## config.mk

```make
export PLATFORM = sky130hd
export DESIGN_NAME = dead_zone_sqrt_flow_conversion_flat
export DESIGN_NICKNAME = d
export VERILOG_FILES = /design/src/hdl/dzsf_pkg.sv /design/src/hdl/dzsf_if.sv /design/src/hdl/dzsf_front.sv /design/src/hdl/dzsf_queue.sv /design/src/hdl/dzsf_back.sv /design/src/hdl/dead_zone_sqrt_flow_conversion.sv /design/src/flat_wrapper.sv
export SDC_FILE = /design/constraint.sdc
export NUM_CORES = 2
export LEC_CHECK = 0
export BUFFER_PORTS_ARGS = -buffer_cell sky130_fd_sc_hd__buf_2
export CORE_MARGIN = 2
export CORE_UTILIZATION = 35
export CTS_BUF_LIST = sky130_fd_sc_hd__clkbuf_16
export CTS_CLUSTER_SIZE = 20
export DETAILED_ROUTE_END_ITERATION = 10
export GPL_TIMING_DRIVEN = 0
export REMOVE_ABC_BUFFERS = 1
export SETUP_SLACK_MARGIN = 0.1
export SLEW_MARGIN = 20
export SYNTH_ARGS = -nofsm -noshare
export SYNTH_HDL_FRONTEND = slang
export SYNTH_HIERARCHICAL = 1
export SYNTH_SLANG_ARGS = --single-unit
```

## constraint.sdc

```tcl
create_clock -name i_clk -period 20 [get_ports i_clk]
set_input_delay 2 -clock i_clk [delete_from_list [all_inputs] [get_ports i_clk]]
set_output_delay 2 -clock i_clk [all_outputs]
set_load 0.01 [all_outputs]
```

## src/hdl/dzsf_pkg.sv

```systemverilog
// Shared types, widths and register codes of the dead-zone square-root flow converter.
package dzsf_pkg;

    localparam int ADC_BITS = 12;
    localparam int IN_W     = ADC_BITS + 1;
    localparam int MAG_W    = ADC_BITS + 1;
    localparam int DZ_W     = 12;
    localparam int GAIN_W   = 24;
    localparam int FLOW_W   = 24;
    localparam int FRAC_W   = 16;
    localparam int RAD_W    = MAG_W + FRAC_W;
    localparam int RT_W     = (RAD_W + 1) / 2;
    localparam int RP_W     = 2 * RT_W;
    localparam int REM_W    = RT_W + 2;
    localparam int REMX_W   = REM_W + 2;
    localparam int PROD_W   = RT_W + GAIN_W;
    localparam int RND_W    = PROD_W + 1 - FRAC_W;
    localparam int CMP_W    = (RND_W > FLOW_W) ? RND_W : FLOW_W;
    localparam int CW_W     = (MAG_W > DZ_W) ? MAG_W : DZ_W;
    localparam int QD       = 4;
    localparam int QA_W     = $clog2(QD);
    localparam int APB_W    = 32;
    localparam int PADDR_W  = 3;

    localparam logic [FLOW_W-1:0] FLOW_MAX = {1'b0, {(FLOW_W-1){1'b1}}};

    // Register index, taken from paddr[2].
    localparam logic REG_DEAD_ZONE = 1'b0;
    localparam logic REG_FLOW_GAIN = 1'b1;

    typedef struct packed {
        logic             neg;
        logic             flag;
        logic [MAG_W-1:0] eff;
    } t_cls;

endpackage

```

## src/hdl/dzsf_if.sv

```systemverilog
// Valid/ready channel interfaces for input samples and flow results.
interface dzsf_in_if;
    import dzsf_pkg::*;
    logic                    valid;
    logic                    ready;
    logic signed [IN_W-1:0]  delta_counts;
    modport source (output valid, output delta_counts, input ready);
    modport sink   (input valid, input delta_counts, output ready);
endinterface

interface dzsf_out_if;
    import dzsf_pkg::*;
    logic                     valid;
    logic                     ready;
    logic signed [FLOW_W-1:0] flow_rate;
    logic                     in_dead_zone;
    modport source (output valid, output flow_rate, output in_dead_zone, input ready);
    modport sink   (input valid, input flow_rate, input in_dead_zone, output ready);
endinterface

```

## src/hdl/dzsf_front.sv

```systemverilog
// Front stage: takes the magnitude, applies the dead zone and registers the classified beat.
module dzsf_front (
    input  logic                        i_clk,
    input  logic                        i_rst_n,
    dzsf_in_if.sink                     i_in,
    input  logic [dzsf_pkg::DZ_W-1:0]   i_dead_zone,
    input  logic                        i_q_full,
    output logic                        o_push,
    output dzsf_pkg::t_cls              o_data
);
    import dzsf_pkg::*;

    logic             r_vld;
    t_cls             r_data;
    t_cls             n_data;
    logic [MAG_W-1:0] w_mag;
    logic [CW_W-1:0]  w_mag_x;
    logic [CW_W-1:0]  w_dz_x;
    logic             w_acc;

    always_comb begin
        n_data.neg  = i_in.delta_counts[IN_W-1];
        w_mag       = n_data.neg ? MAG_W'(-i_in.delta_counts) : MAG_W'(i_in.delta_counts);
        w_mag_x     = CW_W'(w_mag);
        w_dz_x      = CW_W'(i_dead_zone);
        n_data.flag = (w_mag_x < w_dz_x);
        n_data.eff  = n_data.flag ? '0 : MAG_W'(w_mag_x - w_dz_x);
    end

    assign i_in.ready = !r_vld || !i_q_full;
    assign w_acc      = i_in.valid && i_in.ready;
    assign o_push     = r_vld && !i_q_full;
    assign o_data     = r_data;

    always_ff @(posedge i_clk) begin
        if (!i_rst_n) begin
            r_vld <= 1'b0;
        end else if (w_acc) begin
            r_vld <= 1'b1;
        end else if (o_push) begin
            r_vld <= 1'b0;
        end
    end

    always_ff @(posedge i_clk) begin
        if (w_acc) begin
            r_data <= n_data;
        end
    end

endmodule

```

## src/hdl/dzsf_queue.sv

```systemverilog
// Small FIFO of classified beats between the front and back stages.
module dzsf_queue (
    input  logic           i_clk,
    input  logic           i_rst_n,
    input  logic           i_push,
    input  dzsf_pkg::t_cls i_data,
    input  logic           i_pop,
    output dzsf_pkg::t_cls o_data,
    output logic           o_full,
    output logic           o_empty
);
    import dzsf_pkg::*;

    t_cls            r_mem [QD];
    logic [QA_W-1:0] r_wp;
    logic [QA_W-1:0] r_rp;
    logic [QA_W:0]   r_cnt;

    assign o_full  = (r_cnt == (QA_W+1)'(QD));
    assign o_empty = (r_cnt == '0);
    assign o_data  = r_mem[r_rp];

    always_ff @(posedge i_clk) begin
        if (!i_rst_n) begin
            r_wp  <= '0;
            r_rp  <= '0;
            r_cnt <= '0;
        end else begin
            if (i_push) begin
                r_wp <= r_wp + 1'b1;
            end
            if (i_pop) begin
                r_rp <= r_rp + 1'b1;
            end
            if (i_push && !i_pop) begin
                r_cnt <= r_cnt + 1'b1;
            end else if (i_pop && !i_push) begin
                r_cnt <= r_cnt - 1'b1;
            end
        end
    end

    always_ff @(posedge i_clk) begin
        if (i_push) begin
            r_mem[r_wp] <= i_data;
        end
    end

endmodule

```

## src/hdl/dzsf_back.sv

```systemverilog
// Back stages: pipelined digit-by-digit square root, gain multiply, rounding and sign.
module dzsf_back (
    input  logic                         i_clk,
    input  logic                         i_rst_n,
    input  dzsf_pkg::t_cls               i_q_data,
    input  logic                         i_q_empty,
    output logic                         o_q_pop,
    input  logic [dzsf_pkg::GAIN_W-1:0]  i_flow_gain,
    dzsf_out_if.source                   o_out
);
    import dzsf_pkg::*;

    // Root stage k holds the partial result after k+1 root digits.
    logic              r_s_vld  [RT_W];
    logic              r_s_neg  [RT_W];
    logic              r_s_flag [RT_W];
    logic [RP_W-1:0]   r_s_rad  [RT_W];
    logic [REM_W-1:0]  r_s_rem  [RT_W];
    logic [RT_W-1:0]   r_s_root [RT_W];

    logic [RP_W-1:0]   w_in_rad  [RT_W];
    logic [REM_W-1:0]  w_in_rem  [RT_W];
    logic [RT_W-1:0]   w_in_root [RT_W];
    logic [RP_W-1:0]   w_nx_rad  [RT_W];
    logic [REM_W-1:0]  w_nx_rem  [RT_W];
    logic [RT_W-1:0]   w_nx_root [RT_W];
    logic [REMX_W-1:0] w_rem_s   [RT_W];
    logic [REMX_W-1:0] w_trial   [RT_W];

    logic               r_m_vld;
    logic               r_m_neg;
    logic               r_m_flag;
    logic [PROD_W-1:0]  r_m_prod;

    logic               r_o_vld;
    logic [FLOW_W-1:0]  r_o_flow;
    logic               r_o_flag;

    logic               w_adv;
    logic [PROD_W:0]    w_sum;
    logic [CMP_W-1:0]   w_rnd;
    logic [FLOW_W-1:0]  w_sat;
    logic [FLOW_W-1:0]  n_o_flow;

    // The whole back end moves as one when the output register can take a beat.
    assign w_adv   = !r_o_vld || o_out.ready;
    assign o_q_pop = w_adv && !i_q_empty;

    always_comb begin
        for (int k = 0; k < RT_W; k++) begin
            if (k == 0) begin
                w_in_rad[k]  = RP_W'({i_q_data.eff, {FRAC_W{1'b0}}});
                w_in_rem[k]  = '0;
                w_in_root[k] = '0;
            end else begin
                w_in_rad[k]  = r_s_rad[k-1];
                w_in_rem[k]  = r_s_rem[k-1];
                w_in_root[k] = r_s_root[k-1];
            end
            w_rem_s[k]  = {w_in_rem[k], w_in_rad[k][RP_W-1 -: 2]};
            w_trial[k]  = REMX_W'({w_in_root[k], 2'b01});
            w_nx_rad[k] = w_in_rad[k] << 2;
            if (w_rem_s[k] >= w_trial[k]) begin
                w_nx_rem[k]  = REM_W'(w_rem_s[k] - w_trial[k]);
                w_nx_root[k] = {w_in_root[k][RT_W-2:0], 1'b1};
            end else begin
                w_nx_rem[k]  = REM_W'(w_rem_s[k]);
                w_nx_root[k] = {w_in_root[k][RT_W-2:0], 1'b0};
            end
        end
    end

    always_comb begin
        w_sum = (PROD_W+1)'(r_m_prod) + (PROD_W+1)'(1 << (FRAC_W - 1));
        w_rnd = CMP_W'(w_sum[PROD_W:FRAC_W]);
        w_sat = (w_rnd > CMP_W'(FLOW_MAX)) ? FLOW_MAX : w_rnd[FLOW_W-1:0];
        if (r_m_flag) begin
            n_o_flow = '0;
        end else if (r_m_neg) begin
            n_o_flow = -w_sat;
        end else begin
            n_o_flow = w_sat;
        end
    end

    always_ff @(posedge i_clk) begin
        if (!i_rst_n) begin
            for (int k = 0; k < RT_W; k++) begin
                r_s_vld[k] <= 1'b0;
            end
            r_m_vld <= 1'b0;
            r_o_vld <= 1'b0;
        end else if (w_adv) begin
            r_s_vld[0] <= !i_q_empty;
            for (int k = 1; k < RT_W; k++) begin
                r_s_vld[k] <= r_s_vld[k-1];
            end
            r_m_vld <= r_s_vld[RT_W-1];
            r_o_vld <= r_m_vld;
        end
    end

    always_ff @(posedge i_clk) begin
        if (w_adv) begin
            r_s_neg[0]  <= i_q_data.neg;
            r_s_flag[0] <= i_q_data.flag;
            for (int k = 1; k < RT_W; k++) begin
                r_s_neg[k]  <= r_s_neg[k-1];
                r_s_flag[k] <= r_s_flag[k-1];
            end
            for (int k = 0; k < RT_W; k++) begin
                r_s_rad[k]  <= w_nx_rad[k];
                r_s_rem[k]  <= w_nx_rem[k];
                r_s_root[k] <= w_nx_root[k];
            end
            r_m_neg  <= r_s_neg[RT_W-1];
            r_m_flag <= r_s_flag[RT_W-1];
            r_m_prod <= PROD_W'(r_s_root[RT_W-1]) * PROD_W'(i_flow_gain);
            r_o_flow <= n_o_flow;
            r_o_flag <= r_m_flag;
        end
    end

    assign o_out.valid        = r_o_vld;
    assign o_out.flow_rate    = r_o_flow;
    assign o_out.in_dead_zone = r_o_flag;

endmodule

```

## src/hdl/dead_zone_sqrt_flow_conversion.sv

```systemverilog
// Top level of the dead-zone square-root flow converter with its register port.
//
//  Channel   Dir  Handshake        Beat contents
//  i_in      in   valid / ready    delta_counts (13-bit signed ADC difference)
//  o_out     out  valid / ready    flow_rate (24-bit signed, 1/256 L/min), in_dead_zone
//  APB       in   psel / penable   dead_zone at 0x0, flow_gain at 0x4
//
// One beat is accepted per clock when nothing stalls. A beat passes through the front
// register, the queue, the RT_W square-root stages (one root digit per stage, 15 at
// 12 ADC bits), the multiplier register and the output register. Reset is synchronous
// and clears all valid flags and queue pointers; both registers reset to zero.
// A stall at the output freezes the back stages only; the front keeps accepting until
// the queue fills.
module dead_zone_sqrt_flow_conversion (
    input  logic                             i_clk,
    input  logic                             i_rst_n,
    dzsf_in_if.sink                          i_in,
    dzsf_out_if.source                       o_out,
    input  logic                             psel,
    input  logic                             penable,
    input  logic                             pwrite,
    input  logic [dzsf_pkg::PADDR_W-1:0]     paddr,
    input  logic [dzsf_pkg::APB_W-1:0]       pwdata,
    output logic [dzsf_pkg::APB_W-1:0]       prdata,
    output logic                             pready
);
    import dzsf_pkg::*;

    logic [DZ_W-1:0]   r_dead_zone;
    logic [GAIN_W-1:0] r_flow_gain;
    logic              w_wr;
    logic              w_push;
    logic              w_pop;
    logic              w_full;
    logic              w_empty;
    t_cls              w_f_data;
    t_cls              w_q_data;

    // Configuration registers. The register index is address bit 2; the lower bits are
    // ignored. The user must write only while the datapath is idle; it is not enforced.
    assign pready = 1'b1;
    assign w_wr   = psel && penable && pwrite && pready;

    always_ff @(posedge i_clk) begin
        if (!i_rst_n) begin
            r_dead_zone <= '0;
            r_flow_gain <= '0;
        end else if (w_wr) begin
            if (paddr[2] == REG_DEAD_ZONE) begin
                r_dead_zone <= pwdata[DZ_W-1:0];
            end else begin
                r_flow_gain <= pwdata[GAIN_W-1:0];
            end
        end
    end

    always_comb begin
        if (paddr[2] == REG_FLOW_GAIN) begin
            prdata = APB_W'(r_flow_gain);
        end else begin
            prdata = APB_W'(r_dead_zone);
        end
    end

    // The front takes the magnitude and subtracts the dead zone, so the back end
    // only ever sees a non-negative remainder plus the sign and dead-zone flag.
    dzsf_front u_front (
        .i_clk       (i_clk),
        .i_rst_n     (i_rst_n),
        .i_in        (i_in),
        .i_dead_zone (r_dead_zone),
        .i_q_full    (w_full),
        .o_push      (w_push),
        .o_data      (w_f_data)
    );

    // The queue decouples the two halves so that an output stall does not
    // immediately block the input.
    dzsf_queue u_queue (
        .i_clk   (i_clk),
        .i_rst_n (i_rst_n),
        .i_push  (w_push),
        .i_data  (w_f_data),
        .i_pop   (w_pop),
        .o_data  (w_q_data),
        .o_full  (w_full),
        .o_empty (w_empty)
    );

    // The back end computes floor(sqrt(remainder * 2^16)), multiplies by the
    // Q8.16 gain, rounds half up to Q.8, saturates and restores the sign.
    dzsf_back u_back (
        .i_clk       (i_clk),
        .i_rst_n     (i_rst_n),
        .i_q_data    (w_q_data),
        .i_q_empty   (w_empty),
        .o_q_pop     (w_pop),
        .i_flow_gain (r_flow_gain),
        .o_out       (o_out)
    );

endmodule

```

## src/flat_wrapper.sv

```systemverilog
// flat-port wrapper written by rule: the top's interface ports become plain ports
module dead_zone_sqrt_flow_conversion_flat import dzsf_pkg::*;
  (i_clk, i_rst_n, psel, penable, pwrite, paddr, pwdata, prdata, pready, i_in_valid, i_in_delta_counts, i_in_ready, o_out_valid, o_out_flow_rate, o_out_in_dead_zone, o_out_ready);
  dzsf_in_if i_in_i ();
  dzsf_out_if o_out_i ();
  input  logic i_clk;
  input  logic i_rst_n;
  input  logic psel;
  input  logic penable;
  input  logic pwrite;
  input  logic [dzsf_pkg::PADDR_W-1:0] paddr;
  input  logic [dzsf_pkg::APB_W-1:0] pwdata;
  output logic [dzsf_pkg::APB_W-1:0] prdata;
  output logic pready;
  input wire logic [$bits(i_in_i.valid)-1:0] i_in_valid;
  input wire logic [$bits(i_in_i.delta_counts)-1:0] i_in_delta_counts;
  output wire logic [$bits(i_in_i.ready)-1:0] i_in_ready;
  output wire logic [$bits(o_out_i.valid)-1:0] o_out_valid;
  output wire logic [$bits(o_out_i.flow_rate)-1:0] o_out_flow_rate;
  output wire logic [$bits(o_out_i.in_dead_zone)-1:0] o_out_in_dead_zone;
  input wire logic [$bits(o_out_i.ready)-1:0] o_out_ready;
  assign i_in_i.valid = i_in_valid;
  assign i_in_i.delta_counts = i_in_delta_counts;
  assign i_in_ready = i_in_i.ready;
  assign o_out_valid = o_out_i.valid;
  assign o_out_flow_rate = o_out_i.flow_rate;
  assign o_out_in_dead_zone = o_out_i.in_dead_zone;
  assign o_out_i.ready = o_out_ready;
  dead_zone_sqrt_flow_conversion u_core (.i_clk(i_clk), .i_rst_n(i_rst_n), .i_in(i_in_i), .o_out(o_out_i), .psel(psel), .penable(penable), .pwrite(pwrite), .paddr(paddr), .pwdata(pwdata), .prdata(prdata), .pready(pready));
endmodule
```

==> results.tsv <==
stage	metric	value	unit
logic_synthesis	dominant cells by area after synthesis	sky130_fd_sc_hd__edfxtp_1 (41%), sky130_fd_sc_hd__fa_1 (15%), sky130_fd_sc_hd__ha_1 (7.6%), sky130_fd_sc_hd__inv_1 (4.7%), sky130_fd_sc_hd__nand2_1 (3.9%)	
critical_path	WS Path Type	reg -> reg	
pwr	combinational cell fraction of total power	28.0	%
timing	total count of max-transition violations in the final report	0	
timing	final worst path period need	7440	ps
global_routing	wire length of the first global-routing pass	126000	um
logic_synthesis	count of flip-flops with a built-in enable after synthesis	532	
critical_path	cell depth of the worst flop-to-flop path	19	
min_path	worst min-delay path class	reg -> reg	
pwr	leakage dissipation	18.9	nW
detailed_routing	drt drc	0	
critical_path	CP Launch Type	flip-flop	
clock_network	total of hold buffers inserted after clock tree synthesis	0	
placed_design	placed wire-length estimate after detailed placement	55100	um
clock_network	TritonCTS clock tree	built	
cells_and_area	total number of nets in the final design	4178	
timing	portion of the clock cycle consumed by the worst path in the final layout	37.2	%
die	die footprint	115000	um^2
critical_path	CP dominant cell by count	sky130_fd_sc_hd__fa_1	
logic_synthesis	top flip-flop cell by instance count after synthesis	sky130_fd_sc_hd__edfxtp_1	
logic_synthesis	Async SR Flop Fraction	0	%
cells_and_area	core utilization of the finished layout	38.8	%
detailed_routing	via density per instance	4.70	
critical_path	Crit Reg-Reg Startpoint	u_core/u_back/r_s_root[1][98]	
logic_synthesis	portion of synthesized cell area occupied by the leading cell type	40.6	%
detailed_routing	average routed wire per standard cell	14.6	um
logic_synthesis	fraction of the yosys area taken by sequential cells	43.5	%
critical_path	slowest stage cell, crit path	sky130_fd_sc_hd__edfxtp_1	
cells_and_area	final-layout fill cell count	10922	
global_routing	overall routing resource usage	13.2	%
timing	setup repair after global routing missed its margin	false	
global_routing	global route total overflow	0	
critical_path	CP required	20350	ps
logic_synthesis	synthesized instance count	3527	
placed_design	input/output buffers	95	
logic_synthesis	netlist area before placement	39400	um^2
die	Die X	339	um
die	number of ports placed on the die boundary	115	
min_path	hold path startpoint	u_core/u_back/r_s_neg[1]	
clock_network	maximum level of the CTS H-tree	3	
clock_network	clock slew at the register clock pins of the worst setup and hold paths	60	ps
logic_synthesis	post-synthesis register bit count	589	
global_routing	number of antenna violations at the first check in global routing	2	
critical_path	cell breakdown of the critical path	nand2_1 -> fa_1 -> fa_1 -> inv_1 -> fa_1 -> fa_1 -> fa_1 -> inv_1 -> fa_1 -> inv_1 -> ha_1 -> nand2_1 -> or4_1 -> o211a_1 -> or4b_1 -> a21oi_1 -> nor2_1 -> a21oi_1 -> xnor2_1	
logic_synthesis	count of unique library cells instantiated by Yosys	86	
timing	setup total negative slack	0	ps
critical_path	data arrival time of the critical path	7790	ps
cells_and_area	number of antenna diodes	0	
critical_path	kind of end point of the critical path	flip-flop	
die	Rows	123	
timing	final number of setup-violating endpoints	0	
run_status	result of the run	complete, no violations	
logic_synthesis	Avg Cell Area, Syn	11.2	um^2
pwr	switching share of power	32.1	%
critical_path	maximum cell stage delay along the critical path	1050	ps
detailed_routing	Antenna Violating Nets Remaining	0	
logic_synthesis	Warnings, synthesis	6	
die	y dimension of the die	339	um
global_routing	pin count of the biggest net entering global routing	113	
detailed_routing	DRT Wirelength	75200	um
pwr	internal power	3.11	mW
clock_network	worst skew pair latency	610	ps
timing	number of endpoints with negative hold slack in the final report	0	
detailed_routing	initial drt markers	1134	
timing	Rel. slew slack	25.9	%
clock_network	number of CTS-inserted buffers	67	
timing	maximum clock rate	134	MHz
timing	clock skew	26.1	ps
pwr	share of power burned in the clock network	25.4	%
pwr	Psw	1.47	mW
min_path	Cells on Worst Hold Path	0	
die	Placeable Area	112000	um^2
critical_path	Max Fanout on Critical Path	24	
pwr	portion of total power attributed to sequential cells	46.6	%
placed_design	placer congestion estimate	0.809	
clock_network	CTS Sinks	589	
cells_and_area	area growth from synthesis to layout	10.5	%
timing	transition time of the tightest slew-check pin	1110	ps
logic_synthesis	cell type with the highest aggregate area in the netlist	sky130_fd_sc_hd__edfxtp_1	
detailed_routing	number of optimization iterations in the first detailed-route pass	5	
run	Max Cap Violations	0	
critical_path	start point of the critical path	u_core/u_back/r_s_root[1][98]	
die	initial core utilization	35.1	%
cells_and_area	fraction of final layout cells with drive strength greater than 1	7.91	%
global_routing	vias in the first global route	24967	
pwr	highest ir drop seen on vdd	0.0594	mV
clock_network	number of gates given a new drive strength after cts	0	
clock_network	buffer cell driving the clock tree root	sky130_fd_sc_hd__clkbuf_16	
detailed_routing	via count	24180	
pwr	power density over cell area	105	nW/um^2
clock_network	maximum buffer depth of the clock tree	3	
clock_network	buffers inserted during post-CTS setup optimization	0	
==> state kept, by name, summed over array words and instances (netlist names), named ones only <==
| register | cells |
|---|---|
| u_core/u_back/r_s_rem | 208 |
| u_core/u_back/r_s_root | 120 |
| u_core/u_queue/r_mem | 60 |
| u_core/u_back/r_s_rad | 42 |
| u_core/r_flow_gain | 24 |
| u_core/u_back/o_out.flow_rate | 24 |
| u_core/u_back/r_m_prod | 24 |
| u_core/u_back/r_s_flag | 15 |
| u_core/u_back/r_s_neg | 15 |
| u_core/u_back/r_s_vld | 15 |
| u_core/u_front/o_data | 15 |
| u_core/r_dead_zone | 12 |
| u_core/u_queue/r_cnt | 3 |
| u_core/u_queue/r_rp | 2 |
| u_core/u_queue/r_wp | 2 |
| u_core/u_back/o_out.in_dead_zone | 1 |
| u_core/u_back/o_out.valid | 1 |
| u_core/u_back/r_m_flag | 1 |
| u_core/u_back/r_m_neg | 1 |
| u_core/u_back/r_m_vld | 1 |
| u_core/u_front/r_vld | 1 |
==> critical path: cells and delay by family (launching register included) <==
family,cells,cell delay (ps)
XOR/XNOR,1,90
AO/OA/AOI/OAI,3,830
flip-flops,1,1050
AND/OR/NAND/NOR,5,1470
buffers and inverters,3,170
adder cells (fa/ha/maj),7,3530
==> layer usage <==
| metal | part of all wire [%] | up-vias | track usage [%] |
|---|---|---|---|
| met5 | 0 | - | 0 |
| met3 | 4.1 | 73 | 2.26 |
| met1 | 46 | 11819 | 17.5 |
| met2 | 48 | 354 | 22.7 |
| li1 | - | 11934 | - |
| met4 | 1.4 | 0 | 3.02 |
==> through the flow <==
step | instance area (um^2) | setup WS (ps) | hold slack, ps | power (mW) | instances
finish | 43500 | 12560 | 415 | 4.59 | 5143
global route | 43500 | 12170 | 414 | 4.94 | 5143
CTS | 43500 | 12420 | 414 | 4.65 | 5142
detailed placement | 41400 | 12430 | 405 | 3.45 | 5022
global placement | 41200 | 4620 | 401 | 3.41 | 5016
floorplan | 38800 | 8060 | 400 | 3.08 | 3421
==> power by group through the flow <==
stage	registers [mW]	clock network [mW]	logic, mW
after global routing	2.19	1.26	1.48
after floorplan	2.07	0	1.01
after detailed placement	2.17	0	1.29
after CTS	2.14	1.21	1.30
after global placement	2.15	0	1.26
final	2.14	1.16	1.28
==> cell usage after synthesis, drive strengths merged (32+ instances only) <==
cell and n:
fa 292, xor2 97, a21o 35, nand3 39, mux2i 46, nand2 413
clkbuf 85, o21a 32, dfxtp 57, o21ai 128, xnor2 111, inv 497
edfxtp 532, a21oi 124, mux2 37, nor3 67, and2 218, ha 239
nor2 145
==> final timing paths <==
check	end	slack, ps
worst max-delay path	u_core/u_back/r_m_prod[38]	12560
worst min register to register	u_core/u_back/r_s_neg[2]	420
worst min-delay path	u_core/u_back/r_s_neg[2]	420
worst max register to register	u_core/u_back/r_m_prod[38]	12560
==> logic make-up after synthesis <==
logic type,share of synthesized area [%]
AO/OA/AOI/OAI,6.81
XOR/XNOR,4.63
adder cells (fa/ha/maj),22.4
buffers and inverters,6.14
flip-flops,43.5
multiplexers,3.13
other,0.0286
AND/OR/NAND/NOR,13.3
==> area by class of cell <==
class / instances / area, um^2 / area share (%)
clock buffers: 68 / 1700 / 3.91
clock inverters: 52 / 413 / 0.950
inverters: 498 / 1880 / 4.32
multi-input cells: 2334 / 19900 / 45.7
flip-flops and latches: 589 / 17100 / 39.4
well taps: 1500 / 1880 / 4.32
repair buffers: 102 / 626 / 1.44
==> placed cells by master (no fill, tap or decap), drive strengths merged, types with 25 or more instances in the layout <==
| cell | n |
|---|---|
| a21oi | 124 |
| nor3 | 67 |
| xor2 | 97 |
| dfxtp | 57 |
| ha | 239 |
| xnor2 | 111 |
| edfxtp | 532 |
| nor2 | 145 |
| inv | 511 |
| or3 | 26 |
| mux2i | 46 |
| o21ai | 128 |
| nand2b | 25 |
| fa | 292 |
| and2 | 218 |
| o21a | 32 |
| nand2 | 413 |
| mux2 | 37 |
| a21o | 35 |
| nand3 | 39 |
| clkbuf | 68 |
| buf | 102 |
| clkinv | 31 |
No activity file was read; power rests on OpenSTA's default activity.
